==> src/hdl/s5d_pkg.sv <==
// Shared types, codes and constants of the SOCKS5 UDP header deframer.
package s5d_pkg;

  // Default queue depths.
  localparam int unsigned IN_DEPTH  = 2;
  localparam int unsigned OUT_DEPTH = 2;

  // Address type codes as they appear on the wire.
  localparam logic [7:0] WIRE_ATYP_IPV4   = 8'h01;
  localparam logic [7:0] WIRE_ATYP_DOMAIN = 8'h03;
  localparam logic [7:0] WIRE_ATYP_IPV6   = 8'h04;

  // Address lengths in bytes.
  localparam logic [7:0] IPV4_LEN = 8'd4;
  localparam logic [7:0] IPV6_LEN = 8'd16;

  // Header parse phases.
  typedef enum logic [3:0] {
    PH_RSV0,
    PH_RSV1,
    PH_FRAG,
    PH_ATYP,
    PH_ADDR,
    PH_DLEN,
    PH_DOMAIN,
    PH_PORT_HI,
    PH_PORT_LO,
    PH_PAYLOAD
  } phase_e;

  // Result kinds.
  typedef enum logic [1:0] {
    KIND_HEADER,
    KIND_DOMAIN,
    KIND_PAYLOAD,
    KIND_DROP
  } kind_e;

  // Decoded address types.
  typedef enum logic [1:0] {
    ATYP_IPV4,
    ATYP_DOMAIN,
    ATYP_IPV6
  } atyp_e;

  // Drop reasons.
  typedef enum logic [2:0] {
    RSN_NONE,
    RSN_RESERVED,
    RSN_FRAGMENT,
    RSN_ATYP,
    RSN_TRUNCATED
  } drop_reason_e;

  // Input item after classification by the front end.
  typedef struct packed {
    logic [7:0] data;
    logic       last;
    logic       is_zero;
    logic       atyp_ok;
    atyp_e      atyp;
  } in_item_t;

  // One result item.
  typedef struct packed {
    kind_e        kind;
    atyp_e        atyp;
    logic [63:0]  addr_hi;
    logic [63:0]  addr_lo;
    logic [15:0]  port;
    logic [7:0]   dlen;
    logic [7:0]   data;
    logic         last;
    drop_reason_e reason;
  } result_t;

endpackage

==> src/hdl/s5d_fifo.sv <==
// Small register queue used between the deframer stages.
module s5d_fifo #(
  parameter int unsigned Depth = 2,
  parameter int unsigned Width = 8
) (
  input  logic             clk_i,
  input  logic             rst_ni,
  input  logic             push_i,
  input  logic [Width-1:0] data_i,
  output logic             full_o,
  input  logic             pop_i,
  output logic [Width-1:0] data_o,
  output logic             empty_o
);

  localparam int unsigned PtrW = (Depth > 1) ? $clog2(Depth) : 1;
  localparam int unsigned CntW = $clog2(Depth + 1);

  logic [Width-1:0] mem_q [Depth];
  logic [PtrW-1:0]  wr_ptr_q, wr_ptr_d;
  logic [PtrW-1:0]  rd_ptr_q, rd_ptr_d;
  logic [CntW-1:0]  cnt_q, cnt_d;
  logic             do_push, do_pop;

  assign full_o  = (cnt_q == CntW'(Depth));
  assign empty_o = (cnt_q == '0);
  assign do_push = push_i && !full_o;
  assign do_pop  = pop_i && !empty_o;
  assign data_o  = mem_q[rd_ptr_q];

  // Pointer and fill count update
  always_comb begin
    wr_ptr_d = wr_ptr_q;
    rd_ptr_d = rd_ptr_q;
    cnt_d    = cnt_q;
    if (do_push) begin
      wr_ptr_d = (wr_ptr_q == PtrW'(Depth - 1)) ? '0 : wr_ptr_q + 1'b1;
    end
    if (do_pop) begin
      rd_ptr_d = (rd_ptr_q == PtrW'(Depth - 1)) ? '0 : rd_ptr_q + 1'b1;
    end
    if (do_push && !do_pop) begin
      cnt_d = cnt_q + 1'b1;
    end else if (do_pop && !do_push) begin
      cnt_d = cnt_q - 1'b1;
    end
  end

  always_ff @(posedge clk_i or negedge rst_ni) begin
    if (!rst_ni) begin
      wr_ptr_q <= '0;
      rd_ptr_q <= '0;
      cnt_q    <= '0;
    end else begin
      wr_ptr_q <= wr_ptr_d;
      rd_ptr_q <= rd_ptr_d;
      cnt_q    <= cnt_d;
    end
  end

  // Storage, no reset needed
  always_ff @(posedge clk_i) begin
    if (do_push) begin
      mem_q[wr_ptr_q] <= data_i;
    end
  end

endmodule

==> src/hdl/s5d_front.sv <==
// Front end: classifies incoming bytes and queues them for the parser.
module s5d_front #(
  parameter int unsigned Depth = 2
) (
  input  logic               clk_i,
  input  logic               rst_ni,
  input  logic               push_i,
  input  logic [7:0]         data_byte_i,
  input  logic               end_of_datagram_i,
  output logic               full_o,
  input  logic               pop_i,
  output s5d_pkg::in_item_t  item_o,
  output logic               empty_o
);

  import s5d_pkg::*;

  in_item_t item_in;

  // Byte classification: zero test and address type decode
  always_comb begin
    item_in.data    = data_byte_i;
    item_in.last    = end_of_datagram_i;
    item_in.is_zero = (data_byte_i == 8'h00);
    item_in.atyp_ok = 1'b1;
    item_in.atyp    = ATYP_IPV4;
    unique case (data_byte_i)
      WIRE_ATYP_IPV4:   item_in.atyp = ATYP_IPV4;
      WIRE_ATYP_DOMAIN: item_in.atyp = ATYP_DOMAIN;
      WIRE_ATYP_IPV6:   item_in.atyp = ATYP_IPV6;
      default:          item_in.atyp_ok = 1'b0;
    endcase
  end

  s5d_fifo #(
    .Depth (Depth),
    .Width ($bits(in_item_t))
  ) u_in_fifo (
    .clk_i   (clk_i),
    .rst_ni  (rst_ni),
    .push_i  (push_i),
    .data_i  (item_in),
    .full_o  (full_o),
    .pop_i   (pop_i),
    .data_o  (item_o),
    .empty_o (empty_o)
  );

endmodule

==> src/hdl/s5d_parse.sv <==
// Back end: header parse state machine, one queued item per cycle while the result queue has room.
module s5d_parse (
  input  logic               clk_i,
  input  logic               rst_ni,
  input  logic               item_valid_i,
  input  s5d_pkg::in_item_t  item_i,
  output logic               item_pop_o,
  input  logic               res_full_i,
  output logic               res_valid_o,
  output s5d_pkg::result_t   res_o
);

  import s5d_pkg::*;

  phase_e       phase_q, phase_d;
  atyp_e        atyp_q, atyp_d;
  logic [7:0]   left_q, left_d;
  logic [63:0]  acc_hi_q, acc_hi_d;
  logic [63:0]  acc_lo_q, acc_lo_d;
  logic [7:0]   port_hi_q, port_hi_d;
  logic [7:0]   dlen_q, dlen_d;
  logic         discard_q, discard_d;

  logic         fire;
  logic         drop;
  drop_reason_e reason;

  // Take an item whenever the result queue has room
  assign fire       = item_valid_i && !res_full_i;
  assign item_pop_o = fire;

  // Bad header byte and truncation detection
  always_comb begin
    reason = RSN_NONE;
    unique case (phase_q)
      PH_RSV0, PH_RSV1: if (!item_i.is_zero) reason = RSN_RESERVED;
      PH_FRAG:          if (!item_i.is_zero) reason = RSN_FRAGMENT;
      PH_ATYP:          if (!item_i.atyp_ok) reason = RSN_ATYP;
      default:          reason = RSN_NONE;
    endcase
    if (reason == RSN_NONE && item_i.last && phase_q != PH_PORT_LO
        && phase_q != PH_PAYLOAD) begin
      reason = RSN_TRUNCATED;
    end
  end

  assign drop = !discard_q && (reason != RSN_NONE);

  // Next state
  always_comb begin
    phase_d   = phase_q;
    atyp_d    = atyp_q;
    left_d    = left_q;
    acc_hi_d  = acc_hi_q;
    acc_lo_d  = acc_lo_q;
    port_hi_d = port_hi_q;
    dlen_d    = dlen_q;
    discard_d = discard_q;
    if (fire && !discard_q && !drop) begin
      unique case (phase_q)
        PH_RSV0: phase_d = PH_RSV1;
        PH_RSV1: phase_d = PH_FRAG;
        PH_FRAG: phase_d = PH_ATYP;
        PH_ATYP: begin
          atyp_d = item_i.atyp;
          if (item_i.atyp == ATYP_DOMAIN) begin
            phase_d = PH_DLEN;
          end else begin
            left_d  = (item_i.atyp == ATYP_IPV6) ? IPV6_LEN : IPV4_LEN;
            phase_d = PH_ADDR;
          end
        end
        PH_ADDR: begin
          acc_hi_d = {acc_hi_q[55:0], acc_lo_q[63:56]};
          acc_lo_d = {acc_lo_q[55:0], item_i.data};
          left_d   = left_q - 8'd1;
          if (left_q == 8'd1) phase_d = PH_PORT_HI;
        end
        PH_DLEN: begin
          dlen_d  = item_i.data;
          left_d  = item_i.data;
          phase_d = item_i.is_zero ? PH_PORT_HI : PH_DOMAIN;
        end
        PH_DOMAIN: begin
          left_d = left_q - 8'd1;
          if (left_q == 8'd1) phase_d = PH_PORT_HI;
        end
        PH_PORT_HI: begin
          port_hi_d = item_i.data;
          phase_d   = PH_PORT_LO;
        end
        PH_PORT_LO: phase_d = PH_PAYLOAD;
        PH_PAYLOAD: phase_d = PH_PAYLOAD;
        default:    phase_d = PH_RSV0;
      endcase
    end else if (fire && drop) begin
      discard_d = 1'b1;
    end
    // End of datagram always returns to the start state
    if (fire && item_i.last) begin
      phase_d   = PH_RSV0;
      atyp_d    = ATYP_IPV4;
      left_d    = '0;
      acc_hi_d  = '0;
      acc_lo_d  = '0;
      port_hi_d = '0;
      dlen_d    = '0;
      discard_d = 1'b0;
    end
  end

  // Result generation
  always_comb begin
    res_valid_o = 1'b0;
    res_o       = '0;
    if (fire && !discard_q) begin
      if (drop) begin
        res_valid_o = 1'b1;
        res_o.kind  = KIND_DROP;
        res_o.last  = 1'b1;
        res_o.reason = reason;
      end else begin
        unique case (phase_q)
          PH_DOMAIN: begin
            res_valid_o = 1'b1;
            res_o.kind  = KIND_DOMAIN;
            res_o.atyp  = ATYP_DOMAIN;
            res_o.dlen  = dlen_q;
            res_o.data  = item_i.data;
          end
          PH_PORT_LO: begin
            res_valid_o   = 1'b1;
            res_o.kind    = KIND_HEADER;
            res_o.atyp    = atyp_q;
            res_o.addr_hi = acc_hi_q;
            res_o.addr_lo = acc_lo_q;
            res_o.port    = {port_hi_q, item_i.data};
            res_o.dlen    = (atyp_q == ATYP_DOMAIN) ? dlen_q : 8'd0;
            res_o.last    = item_i.last;
          end
          PH_PAYLOAD: begin
            res_valid_o = 1'b1;
            res_o.kind  = KIND_PAYLOAD;
            res_o.data  = item_i.data;
            res_o.last  = item_i.last;
          end
          default: res_valid_o = 1'b0;
        endcase
      end
    end
  end

  always_ff @(posedge clk_i or negedge rst_ni) begin
    if (!rst_ni) begin
      phase_q   <= PH_RSV0;
      atyp_q    <= ATYP_IPV4;
      left_q    <= '0;
      acc_hi_q  <= '0;
      acc_lo_q  <= '0;
      port_hi_q <= '0;
      dlen_q    <= '0;
      discard_q <= 1'b0;
    end else begin
      phase_q   <= phase_d;
      atyp_q    <= atyp_d;
      left_q    <= left_d;
      acc_hi_q  <= acc_hi_d;
      acc_lo_q  <= acc_lo_d;
      port_hi_q <= port_hi_d;
      dlen_q    <= dlen_d;
      discard_q <= discard_d;
    end
  end

endmodule

==> src/hdl/socks5_udp_header_deframer_core.sv <==
// Top level of the SOCKS5 UDP relay header deframer.
//
//   channel  | handshake            | payload
//   ---------+----------------------+------------------------------------------
//   input    | push, full           | data_byte_i, end_of_datagram_i
//   result   | pop, empty           | kind_o .. drop_reason_o (one item)
//
// One input byte per cycle sustained while the result queue keeps room; the
// parser handles each queued byte in its phase state machine.
// A result reaches the ports through the input queue, which takes its byte,
// and then the result queue, which takes the result when the parser fires.
// Asynchronous active-low reset empties both queues and puts the parser at
// the first reserved byte.
// A full result queue stalls the parser; input keeps queuing until full rises.
module socks5_udp_header_deframer_core #(
  parameter int unsigned InDepth  = s5d_pkg::IN_DEPTH,
  parameter int unsigned OutDepth = s5d_pkg::OUT_DEPTH
) (
  input  logic        clk_i,
  input  logic        rst_ni,
  input  logic        push,
  output logic        full,
  input  logic [7:0]  data_byte_i,
  input  logic        end_of_datagram_i,
  output logic        empty,
  input  logic        pop,
  output logic [1:0]  kind_o,
  output logic [1:0]  address_type_o,
  output logic [63:0] address_high_o,
  output logic [63:0] address_low_o,
  output logic [15:0] source_port_o,
  output logic [7:0]  domain_length_o,
  output logic [7:0]  out_byte_o,
  output logic        is_last_o,
  output logic [2:0]  drop_reason_o
);

  import s5d_pkg::*;

  in_item_t item;
  logic     item_empty;
  logic     item_pop;
  logic     res_valid;
  logic     res_full;
  result_t  res_in;
  result_t  res_out;

  s5d_front #(
    .Depth (InDepth)
  ) u_front (
    .clk_i             (clk_i),
    .rst_ni            (rst_ni),
    .push_i            (push),
    .data_byte_i       (data_byte_i),
    .end_of_datagram_i (end_of_datagram_i),
    .full_o            (full),
    .pop_i             (item_pop),
    .item_o            (item),
    .empty_o           (item_empty)
  );

  s5d_parse u_parse (
    .clk_i        (clk_i),
    .rst_ni       (rst_ni),
    .item_valid_i (!item_empty),
    .item_i       (item),
    .item_pop_o   (item_pop),
    .res_full_i   (res_full),
    .res_valid_o  (res_valid),
    .res_o        (res_in)
  );

  s5d_fifo #(
    .Depth (OutDepth),
    .Width ($bits(result_t))
  ) u_out_fifo (
    .clk_i   (clk_i),
    .rst_ni  (rst_ni),
    .push_i  (res_valid),
    .data_i  (res_in),
    .full_o  (res_full),
    .pop_i   (pop),
    .data_o  (res_out),
    .empty_o (empty)
  );

  assign kind_o          = res_out.kind;
  assign address_type_o  = res_out.atyp;
  assign address_high_o  = res_out.addr_hi;
  assign address_low_o   = res_out.addr_lo;
  assign source_port_o   = res_out.port;
  assign domain_length_o = res_out.dlen;
  assign out_byte_o      = res_out.data;
  assign is_last_o       = res_out.last;
  assign drop_reason_o   = res_out.reason;

endmodule

==> config.mk <==
export PLATFORM = sky130hd
export DESIGN_NAME = socks5_udp_header_deframer_core
export DESIGN_NICKNAME = d
export VERILOG_FILES = /design/src/hdl/s5d_pkg.sv /design/src/hdl/s5d_fifo.sv /design/src/hdl/s5d_front.sv /design/src/hdl/s5d_parse.sv /design/src/hdl/socks5_udp_header_deframer_core.sv
export SDC_FILE = /design/constraint.sdc
export NUM_CORES = 1
export LEC_CHECK = 0
export BUFFER_PORTS_ARGS = -buffer_cell sky130_fd_sc_hd__clkbuf_2
export CORE_MARGIN = 5
export CORE_UTILIZATION = 53
export CTS_BUF_LIST = sky130_fd_sc_hd__clkbuf_2 sky130_fd_sc_hd__clkbuf_4 sky130_fd_sc_hd__clkbuf_8
export DETAILED_ROUTE_END_ITERATION = 7
export GPL_ROUTABILITY_DRIVEN = 1
export GPL_TIMING_DRIVEN = 0
export PLACE_DENSITY = 0.73
export SKIP_CTS_REPAIR_TIMING = 1
export SYNTH_ARGS = -nofsm -noshare
export SYNTH_HDL_FRONTEND = slang
export SYNTH_HIERARCHICAL = 1
export SYNTH_SLANG_ARGS = --single-unit
==> constraint.sdc <==
create_clock -name clk_i -period 13.1 [get_ports clk_i]
set_clock_uncertainty 0.1 [all_clocks]
set_input_delay 0.655 -clock clk_i [delete_from_list [all_inputs] [get_ports clk_i]]
set_output_delay 0.655 -clock clk_i [all_outputs]
set_load 0.01 [all_outputs]
==> flow_summary_export.csv <==
group,metric,value,unit
timing,final_max_slew_viol_count,0,
grt,grt.overflow.total,0,
grt,grt_antenna_before_repair,0,
timing,setup-violations-final,0,
grt,grt_pass1_wl,71700,um
timing,max-slew-margin-rel,23.3,%
pwr,finalPower,6110,uW
place,dpl_worst_slack,9290,ps
die,core_area,41000,um^2
cts,cts.clk_slew.worst_paths,60,ps
timing,final.hold.worst_slack,121,ps
route,vias,12900,
timing,period_needed,3780,ps
die,die_w,214,um
timing,worstMarginPinSlew,1150,ps
setup_path,worstSetupStartpointType,"flip-flop",
layout,finish.instance_area,25700,um^2
die,floorplan.initialDensity,53.7,%
yosys,synth_enable_flop_cells,362,
route,first_iter_violations,836,
yosys,yosys_warnings,6,
cts,worstSkewPairLatency,640,ps
yosys,synth.largest_area_cell,"sky130_fd_sc_hd__edfxtp_1",
timing,worst_slack,9320,ps
route,total_detailed_routing_wirelength,46000,um
layout,synthToLayoutAreaGrowth,16.5,%
place,dp.final_hpwl,30600,um
cts,cts_tree,"yes",
route,dr.pass1.iters,5,
grt,first_global_vias,13300,
setup_path,path_cells,"buf_6 -> mux2_4 -> a21oi_1 -> o21ai_0 -> clkbuf_1 -> a41oi_1 -> nand2_1 -> nor2_4 -> buf_12 -> buf_12",
timing,rsz0062_at_grt,"false",
yosys,synth.ff_latch_count,529,
die,core.rowCount,74,
die,die-height,214,um
cts,clock_sink_count,529,
setup_path,reg2reg_setup_slack,9320,ps
setup_path,timing.setup.critical_path_class,"reg -> reg",
pwr,vdd_ir_drop_max,131,uV
die,ioPinCount,183,
route,route.detailed.vias_per_inst,5.42,
place,port_buffers,182,
setup_path,critPathArrivalTime,3990,ps
cts,cts_htree_levels,3,
cts,cts_root_buffer,"sky130_fd_sc_hd__clkbuf_8",
yosys,synth.top_cells.by_area,"sky130_fd_sc_hd__edfxtp_1 49%, sky130_fd_sc_hd__dfrtp_1 19%, sky130_fd_sc_hd__mux2_4 7.5%, sky130_fd_sc_hd__and2_1 4.6%, sky130_fd_sc_hd__nand2_1 3.6%",
yosys,syn-mean-instance-area,14.7,um^2
yosys,synth_cell_type_count,69,
grt,largest_net_degree_at_the_start_of_global_routing,108,
layout,fin_nets,1793,
yosys,synth_top_area_share,49.3,%
pwr,power.density,238,nW/um^2
yosys,ys.flop_type,"sky130_fd_sc_hd__edfxtp_1",
setup_path,critPathRequiredTime,13320,ps
yosys,netlist_instances,1497,
pwr,cell_leakage_power,0.0106,uW
flow_run,max_cap_violations,0,
yosys,async_reset_ff_share,31.6,%
grt,track_usage,20.0,%
setup_path,cp_max_fo,33,
timing,layout_worst_path_cycle_share,28.8,%
yosys,synth.cell_area,22000,um^2
route,remaining_drc_errors,0,
layout,post_route_cells_drive_above_1_share,31.3,%
timing,fmaxAchievable,0.265,GHz
yosys,mappedNetlistNets,1514,
timing,finalHoldViolCount,0,
setup_path,cp_slowest_stage_delay,550,ps
min_path,min_path_type,"in -> reg",
route,detail_route.wl_per_cell,19.3,um
cts,ctsLongestPathBuffers,3,
die,die_area,45700,um^2
setup_path,critical_path_capture_point_type,"flip-flop",
route,final_antenna_net_count,0,
cts,cts-buffers-inserted,85,
yosys,seq_total_area_yosys,68.3,%
setup_path,critPathSlowestCell,"sky130_fd_sc_hd__nor2_4",
place,dpl_cell_area,23800,um^2
place,gp_congestion,0.891,
setup_path,crit_path_frequent_cell,"sky130_fd_sc_hd__buf_12",
status,outcome,"completed",
final cells by class:
class	count	area, um^2
inverter	14	52.6
fill	3089	15400
clock inverter	23	198
buffer	95	556
tap	532	666
clock buffer	136	1620
antenna	1	2.50
multi-input combinational	859	6380
sequential	529	15000
timing repair buffer	192	1130
metrics by stage:
stage	setup TNS, ps	cells	utilization (%)
final	0	2381	62.5
after global routing	0	2380	62.5
after CTS	0	2379	62.5
after detailed placement	0	2220	58.1
after global placement	-143980	2211	57.5
after floorplan	0	1497	-
Yosys cell counts, types with 6 or more instances:
cell                         n
sky130_fd_sc_hd__a21oi_1    64
sky130_fd_sc_hd__dfrtp_1   167
sky130_fd_sc_hd__nor2_1     25
sky130_fd_sc_hd__buf_6      21
sky130_fd_sc_hd__and2_1    162
sky130_fd_sc_hd__nor3_1      6
sky130_fd_sc_hd__o21ai_0     6
sky130_fd_sc_hd__a22o_1     36
sky130_fd_sc_hd__inv_1      14
sky130_fd_sc_hd__clkbuf_1   46
sky130_fd_sc_hd__nand3_1    40
sky130_fd_sc_hd__mux2_4    110
sky130_fd_sc_hd__nand2_1   209
sky130_fd_sc_hd__edfxtp_1  362
sky130_fd_sc_hd__mux2_2     67
sky130_fd_sc_hd__xnor2_1     7
sky130_fd_sc_hd__buf_2      15
sky130_fd_sc_hd__buf_4       6
sky130_fd_sc_hd__buf_1       7
sky130_fd_sc_hd__mux2i_1    12
sky130_fd_sc_hd__o311ai_0   10
sky130_fd_sc_hd__nand4_1    12
state kept, by name (all words and copies together) (netlist names):
| register | cells |
|---|---|
| u_out_fifo/wr_ptr_q | 1 |
| u_parse/phase_q | 4 |
| u_front/u_in_fifo/wr_ptr_q | 1 |
| u_parse/acc_hi_q | 64 |
| u_parse/atyp_q | 2 |
| u_out_fifo/cnt_q | 2 |
| u_parse/discard_q | 1 |
| u_parse/dlen_q | 8 |
| u_out_fifo/rd_ptr_q | 1 |
| u_front/u_in_fifo/mem_q | 26 |
| u_out_fifo/mem_q | 336 |
| u_parse/left_q | 8 |
| u_front/u_in_fifo/rd_ptr_q | 1 |
| u_parse/port_hi_q | 8 |
| u_front/u_in_fifo/cnt_q | 2 |
| u_parse/acc_lo_q | 64 |
layer usage:
metal  GRT usage, %  share of wire, %  vias to the layer above
met5              0                 0                        -
met4           5.50               1.6                        0
met3           4.90               6.0                       65
met2           32.8                49                      355
met1           27.0                43                     6479
li1               -                 -                     6016
kinds of logic (layout without fill, tap and decap cells):
kind of cell / after synthesis / after routing / synth area share [%]
multiplexers: 193 / 193 / 11.7
AND/OR/NAND/NOR: 495 / 495 / 11.5
buffers and inverters: 109 / 460 / 2.76
XOR/XNOR: 11 / 11 / 0.437
flip-flops: 529 / 529 / 68.3
AO/OA/AOI/OAI: 156 / 156 / 5.12
adder cells (fa/ha/maj): 4 / 4 / 0.227
other: 0 / 1 / 0
power by group:
group	leakage, uW	internal [uW]	switching [uW]
Sequential	0.00572	2280	129
Combinational	0.00392	909	1320
Clock	0.000960	843	628
layout by cell type, fill, tap and decap left out, types with 12 or more instances in the layout:
master / instances
sky130_fd_sc_hd__edfxtp_1: 362
sky130_fd_sc_hd__nand2_1: 209
sky130_fd_sc_hd__clkbuf_2: 181
sky130_fd_sc_hd__dfrtp_1: 167
sky130_fd_sc_hd__and2_1: 162
sky130_fd_sc_hd__mux2_4: 110
sky130_fd_sc_hd__clkbuf_8: 96
sky130_fd_sc_hd__mux2_2: 67
sky130_fd_sc_hd__a21oi_1: 64
sky130_fd_sc_hd__clkbuf_1: 46
sky130_fd_sc_hd__clkbuf_4: 41
sky130_fd_sc_hd__nand3_1: 40
sky130_fd_sc_hd__a22o_1: 36
sky130_fd_sc_hd__nor2_1: 24
sky130_fd_sc_hd__buf_6: 21
sky130_fd_sc_hd__buf_2: 15
sky130_fd_sc_hd__inv_1: 14
sky130_fd_sc_hd__mux2i_1: 12
sky130_fd_sc_hd__nand4_1: 12
worst max-delay path, delay by kind of cell (launching register included):
family          cells  cell delay (ps)
buf+inv             4             1040
mux                 1              350
simple gates        2              740
flops               1              460
compound gates      3              690
final timing paths:
kind | startpoint | endpoint | cells after the start
max reg2reg | u_front/u_in_fifo/rd_ptr_q | u_out_fifo/mem_q[0][46] | 10
max | u_front/u_in_fifo/rd_ptr_q | u_out_fifo/mem_q[0][46] | 10
min | data_byte_i[5] | u_front/u_in_fifo/mem_q[0][10] | 1
min in group asynchronous | rst_ni | u_parse/acc_lo_q[27] | 2
max in group asynchronous | rst_ni | u_parse/acc_hi_q[58] | 3
min reg2reg | u_parse/acc_lo_q[59] | u_parse/acc_hi_q[3] | 2
(Power assumes the default switching activity.)
